==> config.mk <==
export PLATFORM = sky130hd
export DESIGN_NAME = sht_ram
export DESIGN_NICKNAME = d
export VERILOG_FILES = /design/src/sv/sht_ram.sv
export SDC_FILE = /design/constraint.sdc
export NUM_CORES = 1
export LEC_CHECK = 0
export ABC_AREA = 1
export BUFFER_PORTS_ARGS = -buffer_cell sky130_fd_sc_hd__buf_2
export CORE_AREA = 8 8 111 113
export DETAILED_ROUTE_END_ITERATION = 8
export DIE_AREA = 0 0 119 121
export HOLD_SLACK_MARGIN = 0.08
export MAX_ROUTING_LAYER = met4
export PLACE_DENSITY = 0.69
export RECOVER_POWER = 25
export SETUP_SLACK_MARGIN = 0.5
export SLEW_MARGIN = 20
export SYNTH_ARGS = -nofsm -noshare
export SYNTH_HDL_FRONTEND = slang
export SYNTH_SLANG_ARGS = --single-unit
==> constraint.sdc <==
create_clock -name clk -period 1.88 [get_ports clk]
set_input_delay 0.188 -clock clk [delete_from_list [all_inputs] [get_ports clk]]
set_output_delay 0.188 -clock clk [all_outputs]
set_load 0.005 [all_outputs]
==> src/sv/sht_ram.sv <==
`timescale 1ns / 1ps

module sht_ram #(
  parameter int unsigned WIDTH = 8,
  parameter int unsigned DEPTH = 16
) (
  input  logic                     clk,
  input  logic                     we,
  input  logic [$clog2(DEPTH)-1:0] addr,
  input  logic [WIDTH-1:0]         wdata,
  output logic [WIDTH-1:0]         rdata
);

  logic [WIDTH-1:0] mem [DEPTH];

  always_ff @(posedge clk) begin
    if (we) begin
      mem[addr] <= wdata;
    end
    rdata <= mem[addr];
  end

endmodule

# After elaboration in Yosys (flattened, before gate mapping)
# Memory sizes are Yosys's and may differ from the RTL's. A register that Yosys moved wholly into a read port is not among the register bits.
# Index checks and enable logic that the tools add are counted.
# totals
out_inout_bits	8
ram_bits	128
input_bits	14
memories	1
regBits	0
wordCells	3
# mem_list
memory	words	word_bits	read_ports	rd_ports_with_merged_regs	write_ports	line	source
mem	16	8	1	1	1	14	logic [WIDTH-1:0] mem [DEPTH];
# op_classes
mux	2
# op_table
cell	n
2-to-1 mux 1 bit	2

# Depth between registers and ports, before layout
# Gate-level depths: netlist of run 1.
# depth
depth_word	2
ltp_mapped	11
mapped_depth_nobuf	9

# Worst setup path before layout of run 1
# No wires, ideal clock.
# synth_path
path_type	input -> register
startpoint	input port addr[1]
endpoint	memory mem[3][0], enable pin
arrival_time_ns	1.195
path_slack_ns	0.315
stages	4
required_time_ns	1.510
setup_time_ns	0.370
n_path_buf	2
cell_sequence	buf_2 clkbuf_1 nand3_1 nor2_1
# synth_rtl
element	line	source
from (decl)	9	input logic [$clog2(DEPTH)-1:0] addr,
to (decl)	14	
# No word-level cell before the write port.

# Worst setup path in the final report of run 1
# layout_path
startpoint	register rdata[6] (read register of mem)
endpoint	output port rdata[6]
# layout_rtl
element	line	source
from (decl)	11	output logic [WIDTH-1:0] rdata
# No word-level cell between the ends.

==> impl_metrics.py, run 1 <==
metrics = {
    "outcome": {
        "status": "finished, final reports clean",
    },
    "grt": {
        "grt_pass1_wl_um": 18610,
        "grt_overflow": 0,
        "first_global_vias": 3510,
        "antenna_found_initial": 0,
        "grt_max_degree": 45,
        "track_usage_pct": 17.74,
    },
    "synthesis": {
        "avgSynthCellArea_sq_um": 10.21,
        "synth-seq-area-share_pct": 71.59,
        "syn_area_sq_um": 5593,
        "syn_nets": 562,
        "synth_cell_types": 11,
        "synth_xor_area_share_pct": 0,
        "synth-simple-area-share_pct": 24.79,
        "ys_seq_elements": 136,
        "synthMuxAreaShare_pct": 0,
        "synthCells": 548,
        "yosys_warnings": 0,
        "synth_fa_ha_area_share_pct": 0,
        "synth_compound_area_share_pct": 0,
        "synth_top_family_by_area": "simple AND/OR/NAND/NOR gates",
    },
    "routing": {
        "viasPerCell": 4.906,
        "drt_pass1_iterations": 5,
        "vias": 3596,
        "drcViolationCount": 0,
        "drt-total-wl_um": 11610,
        "ant_nets": 0,
        "drtIter0Drc": 317,
        "wl_per_cell_um": 15.84,
    },
    "clocking": {
        "clk_latency_ns": 0.52,
        "h-tree-depth": 4,
        "clk_pin_slew_ns": 0.06,
        "root_buffer": "clkbuf_8",
        "cts_resized": 0,
        "cts_hold_buf": 0,
        "cts_made_buffers": 17,
        "clock_path_buffers": 2,
        "cts_setup_buffers": 0,
        "clkSinkCount": 136,
        "cts_tree": "yes",
    },
    "cells_and_area": {
        "area_growth_pct": 14.52,
        "nets": 594,
        "n_antenna_cell": 0,
        "final_cell_mix": "nand2_1 (346), edfxtp_1 (128), inv_1 (21), clkbuf_16 (16), buf_2 (16)",
        "layout.cells.most_common": "nand2_1",
        "drive_gt1_share_pct": 10.79,
    },
    "hold_path": {
        "worstHoldStart": "wdata[0]",
        "hold_class": "primary input to flip-flop",
        "whs_endpoint": "mem[6][0]",
        "min_path_cells": 1,
    },
    "setup_path": {
        "critPathMaxFanout": 1,
        "cp_cell_sequence": "buf_2",
        "crit_required_ns": 1.69,
        "r2r_slack_ns": 0.86,
        "slowest_delay_ns": 0.30,
        "critPathArrivalTime_ns": 0.93,
        "crit_path_top_delay_cell": "dfxtp_1",
        "timing.rr.start": "mem[12][0]",
        "cp_num_buf_inv": 1,
        "worst-r2r-cell-count": 8,
        "path_class": "flip-flop to output port",
        "r2r_end": "rdata[0]",
        "crit_family": "flip-flops",
        "cp-end-kind": "output port",
        "cp-start-kind": "flip-flop",
    },
    "timing": {
        "fmax_mhz": 897.8,
        "tns_ns": 0,
        "setup_viol": 0,
        "hold_violations": 0,
        "rsz0062_at_grt": "no",
        "worstMarginPinSlew_ns": 0.9003,
        "slew_violations": 0,
        "period_needed_ns": 1.114,
        "finClkSkew_ns": 0.005776,
        "slew_headroom_pct": 39.98,
        "layout_worst_path_cycle_share_pct": 59.25,
    },
    "die": {
        "die_area_sq_um": 14400,
        "die_y_um": 121,
        "num_rows": 38,
        "start_util_pct": 52.75,
        "core_sq_um": 10600,
        "die_width_um": 119,
        "ioPinCount": 22,
    },
    "place": {
        "io_buffer_count": 21,
        "gp_congestion": 0.8623,
        "dp_hpwl_um": 7445,
    },
    "pwr": {
        "vdd_ir_drop_max_mv": 0.6337,
        "cellLeakagePower_nw": 2.733,
        "power.density_nw_per_um2": 1058,
        "power_mw": 6.778,
    },
    "flow_run": {
        "maxCapViolCount": 0,
    },
}
[kinds of logic after synthesis]
family                 Yosys count
and+or+nand+nor                368
buffers and inverters           44
DFF                            136
[power by group]
group | total (mW) | internal, mW | leakage (nW) | switching (mW)
sequential | 3.41 | 3.39 | 1.22 | 0.0168
clock | 2.97 | 1.88 | 0.256 | 1.09
combinational | 0.401 | 0.111 | 1.25 | 0.290
[worst register-to-register path, stage by stage, from the launching register on]
cell	delay (ns)
edfxtp_1	0.40
nand2_1	0.08
nand2_1	0.05
nand2_1	0.05
nand2_1	0.05
nand2_1	0.07
nand2_1	0.08
inv_1	0.06
nand2_1	0.07
[worst max path at each step]
stage,to,cells after the start,slack [ns],start
global placement,mem[2][0],4,0.34,addr[1]
global route,rdata[4],1,0.71,rdata[4]
CTS,rdata[2],1,0.73,rdata[2]
floorplan,mem[0][0],5,0.38,addr[1]
detailed placement,mem[2][3],4,0.30,addr[1]
finish,rdata[6],1,0.77,rdata[6]
[sequential cells by signal, indices dropped and copies added, names as in the netlist]
signal and count:
mem 128, rdata 8
[metal layers]
layer	vias to the layer above	wire (um)	GRT usage, %
met5	-	0	-
met4	0	189	7.036
met3	19	753	4.653
met2	132	5440	27.54
met1	1629	5229	21.87
li1	1816	-	-
[metrics by stage]
step | instance area, sq um | hold slack, ns | util, % | cells | worst slack, ns
2_1_floorplan | 5623 | 0.2869 | - | 548 | 0.3827
6_report | 6405 | 0.1254 | 60.41 | 733 | 0.7661
3_3_place_gp | 5884 | 0.5716 | 55.50 | 701 | 0.3439
3_5_place_dp | 5884 | 0.5682 | 55.50 | 701 | 0.3024
4_1_cts | 6411 | 0.08354 | 60.47 | 733 | 0.7306
5_1_grt | 6405 | 0.1127 | 60.41 | 733 | 0.7135
[area by class of cell]
class,count,area (sq um)
Fill cell,863,4198
Sequential cell,136,4004
Timing Repair Buffer,34,196.4
Clock buffer,27,451.7
Clock inverter,5,75.07
Tap cell,140,175.2
Inverter,23,86.33
Multi-Input combinational cell,368,1416
[cell usage after synthesis]
library cell / number / area [sq um]
buf_2: 12 / 60.06
nor2_1: 18 / 67.56
inv_2: 1 / 3.750
edfxtp_1: 128 / 3844
clkbuf_1: 3 / 11.26
nand3_1: 4 / 20.02
inv_1: 21 / 78.83
buf_4: 6 / 45.04
clkinv_1: 1 / 3.750
dfxtp_1: 8 / 160.2
nand2_1: 346 / 1299
Power figures use the tool's default switching activity.
==> inputs of run 2 (changes only) <==
- clock period: 1.88 -> 1.2 ns (I/O delays scaled with it)
==> run 2 against run 1 <==
Worst hold slack better by 0.026 ns. Routed wire length increased by 4.7%. Sequential power rose by 57%. Total power rose by 66%. Critical path type is now primary input to flip-flop. Non-clock buffer count grew 9.
==> impl_metrics.py, run 2 (synthesis gave the netlist of run 1 again) <==
metrics = {
    "cells_and_area": {
        "layout.cells.most_common": "nand2_1",
        "regArea_sq_um": 4010,
        "utilization_pct": 64.23,
        "nets": 603,
        "stdcell_count": 742,
        "nFillCells": 817,
        "largest_reg_flops": 128,
        "n_antenna_cell": 0,
        "final_cell_mix": "nand2_1 (333), edfxtp_1 (128), clkbuf_16 (16), nor2_4 (15), inv_1 (15)",
        "area_growth_pct": 21.77,
        "top_register": "mem",
        "multi_input_area_sq_um": 1556,
        "reg_top3": "mem (128), rdata (8)",
        "drive_gt1_share_pct": 18.11,
        "postLayoutCellArea_sq_um": 6810,
    },
    "setup_path": {
        "slowest_delay_ns": 0.33,
        "cp_cell_sequence": "buf_2 -> buf_4 -> clkinvlp_4 -> nand3_1 -> nor2_1 -> buf_12",
        "cp_num_buf_inv": 4,
        "critPathLaunch": "addr[0]",
        "r2r_end": "rdata[1]",
        "cp-start-kind": "primary input",
        "cp_num_cells": 6,
        "crit_required_ns": 1.44,
        "crit_path_top_delay_cell": "nand3_1",
        "critPathMaxFanout": 8,
        "crit_family": "simple AND/OR/NAND/NOR gates",
        "timing.rr.start": "mem[6][1]",
        "cp-end-kind": "flip-flop",
        "crit_end": "mem[6][6]",
        "path_class": "primary input to flip-flop",
        "worst-r2r-cell-count": 8,
        "r2r_slack_ns": 0.23,
        "critPathArrivalTime_ns": 1.36,
    },
    "clocking": {
        "root_buffer": "clkbuf_8",
        "cts_hold_buf": 6,
        "clock_path_buffers": 2,
        "cts_tree": "yes",
        "clkSinkCount": 136,
        "h-tree-depth": 4,
        "cts_made_buffers": 17,
        "clk_pin_slew_ns": 0.06,
        "clk_latency_ns": 0.53,
    },
    "outcome": {
        "status": "finished, final reports clean",
    },
    "timing": {
        "worstMarginPinSlew_ns": 1.004,
        "setup_viol": 0,
        "rsz0062_at_grt": "yes",
        "hold_violations": 0,
        "fmax_mhz": 896.3,
        "setup_slack_ns": 0.08433,
        "finClkSkew_ns": 0.01498,
        "slew_headroom_pct": 33.08,
        "layout_worst_path_cycle_share_pct": 92.97,
        "slew_violations": 0,
        "period_needed_ns": 1.116,
        "tns_ns": 0,
    },
    "grt": {
        "gr-usage-met1_pct": 23.11,
        "grtUsageMet3_pct": 5.072,
        "grt-busiest-layer": "met2",
        "use_met2_pct": 28.66,
        "track_usage_pct": 18.77,
        "first_global_vias": 3666,
        "antenna_found_initial": 0,
        "grt_max_degree": 32,
        "grt_pass1_wl_um": 19730,
        "grt_overflow": 0,
    },
    "die": {
        "ioPinCount": 22,
        "die_y_um": 121,
        "die_area_sq_um": 14400,
        "num_rows": 38,
        "core_sq_um": 10600,
        "start_util_pct": 52.75,
        "die_width_um": 119,
    },
    "routing": {
        "drcViolationCount": 0,
        "drtIter0Drc": 278,
        "drt-total-wl_um": 12160,
        "ant_nets": 0,
        "drt_pass1_iterations": 4,
        "vias": 3666,
        "viasPerCell": 4.941,
        "wl_per_cell_um": 16.39,
    },
    "hold_path": {
        "hold_class": "primary input to flip-flop",
    },
    "place": {
        "dp_hpwl_um": 7958,
        "io_buffer_count": 21,
        "gp_congestion": 0.9075,
        "placed_cells": 702,
        "placed_area_sq_um": 6140,
        "pre_cts_slack_ns": -0.07434,
    },
    "flow_run": {
        "maxCapViolCount": 0,
    },
    "pwr": {
        "power.density_nw_per_um2": 1650,
        "cellLeakagePower_nw": 2.836,
        "vdd_ir_drop_max_mv": 1.019,
    },
}
-- run 2: cell types whose count changed in the layout (fill, tap and decap cells not counted), moves of 6 or more --
cell,previous run,this run
clkbuf_1,15,5
nand2_2,0,13
dlygate4sd3_1,0,6
inv_1,21,15
nor2_2,12,1
nor2_4,0,15
nand2_1,346,333
-- run 2: how the worst min path moves through the flow --
stage	start	to	slack (ns)	depth (start not counted)
6_report	addr[1]	rdata[2]	0.15	8
2_1_floorplan	wdata[0]	mem[0][0]	0.22	0
5_1_grt	addr[1]	mem[11][0]	0.15	3
4_1_cts	wdata[0]	mem[2][0]	0.03	1
3_3_place_gp	rdata[5]	rdata[5]	0.50	1
3_5_place_dp	rdata[6]	rdata[6]	0.50	1
-- run 2: layout make-up --
| type | count | share of cell area, % |
|---|---|---|
| sequential | 136 | 58.88 |
| multi-input combinational | 368 | 22.86 |
| clock buffer | 20 | 6.394 |
| timing repair buffer | 43 | 5.548 |
| tap | 140 | 2.572 |
| clock inverter | 12 | 2.241 |
| inverter | 23 | 1.507 |
-- run 2: report_power, final --
group          switching, mW  leakage (nW)  total, mW  internal [mW]
sequential            0.0402          1.22       5.36           5.32
combinational          0.503          1.33      0.759          0.256
clock                   1.91         0.277       5.12           3.21
-- run 2: repair_timing --
action	in CTS	in global routing
endpoints found under the setup margin	32	60
pin swaps	32	30
resized for setup	8	20
endpoints found under the hold margin	128	32
cloned	0	0
buffers inserted	1	1
-- run 2: worst register-to-register path: stages (launching register included) --
cell	delay, ns
edfxtp_1	0.37
nand2_1	0.08
nand2_1	0.05
nand2_1	0.05
nand2_1	0.06
nand2_1	0.07
nand2_1	0.06
inv_2	0.06
nand2_2	0.05
-- run 2: routing by layer --
layer	wire length [um]	vias up	part of all wire [%]
li1	-	1838	-
met1	5199	1711	43
met2	5893	106	48
met3	944	11	7.8
met4	122	0	1.0
met5	0	-	0
-- run 2: metrics by stage --
stage | hold slack [ns] | total power [mW]
final | 0.1513 | 11.24
after global routing | 0.1501 | 11.61
after CTS | 0.02963 | 11.29
after detailed placement | 0.5014 | 6.179
after global placement | 0.5001 | 6.173
after floorplan | 0.2189 | 5.891
==> inputs of run 3 (changes only) <==
- PLACE_DENSITY: 0.69 -> default
- PLACE_DENSITY_LB_ADDON: default -> 0.1
- RECOVER_POWER: 25 -> 50
- SLEW_MARGIN: 20 -> default
==> run 3 against run 2 <==
Critical path depth decreased by 4. Critical path type unchanged. Largest power group is now the clock network. Routed wire length increased by 2.5%. Core utilization increased by 0.18 points. First-iteration DRC count decreased by 12%. Critical endpoint is now mem[10][1]. Clock-buffer cell count unchanged.
==> impl_metrics.py, run 3 (synthesis gave the netlist of run 1 again) <==
metrics = {
    "clocking": {
        "cts_tree": "yes",
        "clk_pin_slew_ns": 0.06,
        "clock_path_buffers": 2,
        "root_buffer": "clkbuf_8",
        "cts_hold_buf": 6,
        "clk_latency_ns": 0.53,
        "clkSinkCount": 136,
        "h-tree-depth": 4,
        "cts_made_buffers": 17,
    },
    "setup_path": {
        "crit_path_top_delay_cell": "clkbuf_1",
        "timing.rr.start": "mem[11][0]",
        "cp_cell_sequence": "dlygate4sd3_1 -> clkbuf_1",
        "cp-end-kind": "flip-flop",
        "worst-r2r-cell-count": 8,
        "slowest_delay_ns": 0.66,
        "r2r_slack_ns": 0.21,
        "path_class": "primary input to flip-flop",
        "crit_required_ns": 1.40,
        "r2r_end": "rdata[0]",
        "crit_family": "buffers and inverters",
        "crit_end": "mem[10][1]",
        "critPathArrivalTime_ns": 1.31,
        "cp-start-kind": "primary input",
        "cp_num_cells": 2,
        "critPathLaunch": "wdata[1]",
        "cp_num_buf_inv": 2,
        "critPathMaxFanout": 16,
    },
    "flow_run": {
        "maxCapViolCount": 0,
    },
    "cells_and_area": {
        "n_antenna_cell": 0,
        "reg_top3": "mem (128), rdata (8)",
        "nets": 605,
        "largest_reg_flops": 128,
        "drive_gt1_share_pct": 17.38,
        "top_register": "mem",
        "nFillCells": 830,
        "area_growth_pct": 22.10,
        "final_cell_mix": "nand2_1 (331), edfxtp_1 (128), clkbuf_16 (16), nand2_2 (15)",
        "layout.cells.most_common": "nand2_1",
    },
    "pwr": {
        "p_clk_share_pct": 48.0,
        "switching_share_pct": 21.06,
        "vdd_ir_drop_max_mv": 1.076,
        "power.density_nw_per_um2": 1716,
        "power_mw": 11.72,
        "p_seq_share_pct": 45.6,
        "switchingPower_mw": 2.468,
        "cellLeakagePower_nw": 2.872,
        "internal_power_mw": 9.248,
        "comb_power_share_pct": 6.4,
    },
    "timing": {
        "period_needed_ns": 1.103,
        "setup_viol": 0,
        "rsz0062_at_grt": "yes",
        "hold_violations": 0,
        "finClkSkew_ns": 0.006282,
        "layout_worst_path_cycle_share_pct": 91.88,
        "setup_slack_ns": 0.09744,
        "worstMarginPinSlew_ns": 0.9042,
        "fmax_mhz": 907.0,
        "slew_headroom_pct": 39.72,
        "holdWs_ns": 0.1375,
        "slew_violations": 0,
    },
    "die": {
        "start_util_pct": 52.75,
        "die_area_sq_um": 14400,
        "die_width_um": 119,
        "core_sq_um": 10600,
        "die_y_um": 121,
        "ioPinCount": 22,
        "num_rows": 38,
    },
    "routing": {
        "drt-total-wl_um": 12460,
        "wl_per_cell_um": 16.75,
        "drt_pass1_iterations": 5,
        "viasPerCell": 4.976,
        "drtIter0Drc": 244,
        "drcViolationCount": 0,
        "vias": 3702,
        "ant_nets": 0,
    },
    "grt": {
        "grt_max_degree": 31,
        "grt_pass1_wl_um": 19870,
        "grt_overflow": 0,
        "first_global_vias": 3842,
        "track_usage_pct": 18.88,
        "antenna_found_initial": 0,
    },
    "hold_path": {
        "hold_class": "primary input to flip-flop",
        "min_path_cells": 3,
    },
    "place": {
        "io_buffer_count": 21,
        "pre_cts_slack_ns": -0.06773,
        "dp_hpwl_um": 7864,
        "gp_congestion": 0.8789,
    },
    "outcome": {
        "status": "finished, final reports clean",
    },
}
-- run 3: cell count changes in the layout (fill, tap and decap cells not counted), sizes merged --
cell / change
clkinv: -1
buf: -3
clkinvlp: -3
inv: +3
clkbuf: +4
bufinv: +2
-- run 3: final cells by class --
class | count | area (sq um) | area share (%)
flip-flops and latches | 136 | 4006 | 58.67
clock inverters | 12 | 197.7 | 2.895
well taps | 140 | 175.2 | 2.565
multi-input cells | 368 | 1529 | 22.39
repair buffers | 44 | 355.3 | 5.203
repair inverters | 1 | 8.758 | 0.1283
clock buffers | 20 | 445.4 | 6.523
inverters | 23 | 111.4 | 1.631
-- run 3: worst min path at each step --
stage | from | to | slack (ns)
2_1_floorplan | wdata[0] | mem[0][0] | 0.22
3_3_place_gp | rdata[4] | rdata[4] | 0.50
3_5_place_dp | rdata[3] | rdata[3] | 0.50
4_1_cts | wdata[4] | mem[2][4] | 0.03
5_1_grt | we | mem[9][5] | 0.14
6_report | we | mem[13][5] | 0.14
-- run 3: through the flow --
step	area, sq um	setup TNS (ns)	utilization [%]	std cells
6_report	6829	0	64.41	744
5_1_grt	6829	0	64.41	744
4_1_cts	6874	0	64.83	742
3_5_place_dp	6147	-3.122	57.98	703
3_3_place_gp	6147	-1.614	57.98	703
2_1_floorplan	5891	0	-	548
-- run 3: repair_timing --
action / in CTS / in global routing
hold endpoints to repair: 128 / 32
resized for setup: 7 / 18
pin swaps: 37 / 34
setup buffers: 1 / 1
cloned: 0 / 1
setup endpoints to repair: 24 / 98
-- run 3: layer usage --
layer  wire (um)  GRT usage, %
met1        5184         21.47
met5           0             -
met2        6350         31.47
met3         766         4.328
met4         159         8.379
-- run 3: tightest hold or removal path, delay by kind of cell --
family	cells	cell delay, ns
AND/OR/NAND/NOR	2	0.21
buffers and inverters	1	0.15
-- run 3: power by group through the flow --
| stage | Sequential, mW | Clock, mW | Combinational, mW |
|---|---|---|---|
| after global routing | 5.35 | 5.87 | 0.831 |
| after detailed placement | 5.44 | 0 | 0.740 |
| final | 5.34 | 5.63 | 0.746 |
| after global placement | 5.44 | 0 | 0.734 |
| after CTS | 5.34 | 5.68 | 0.765 |
| after floorplan | 5.44 | 0 | 0.453 |
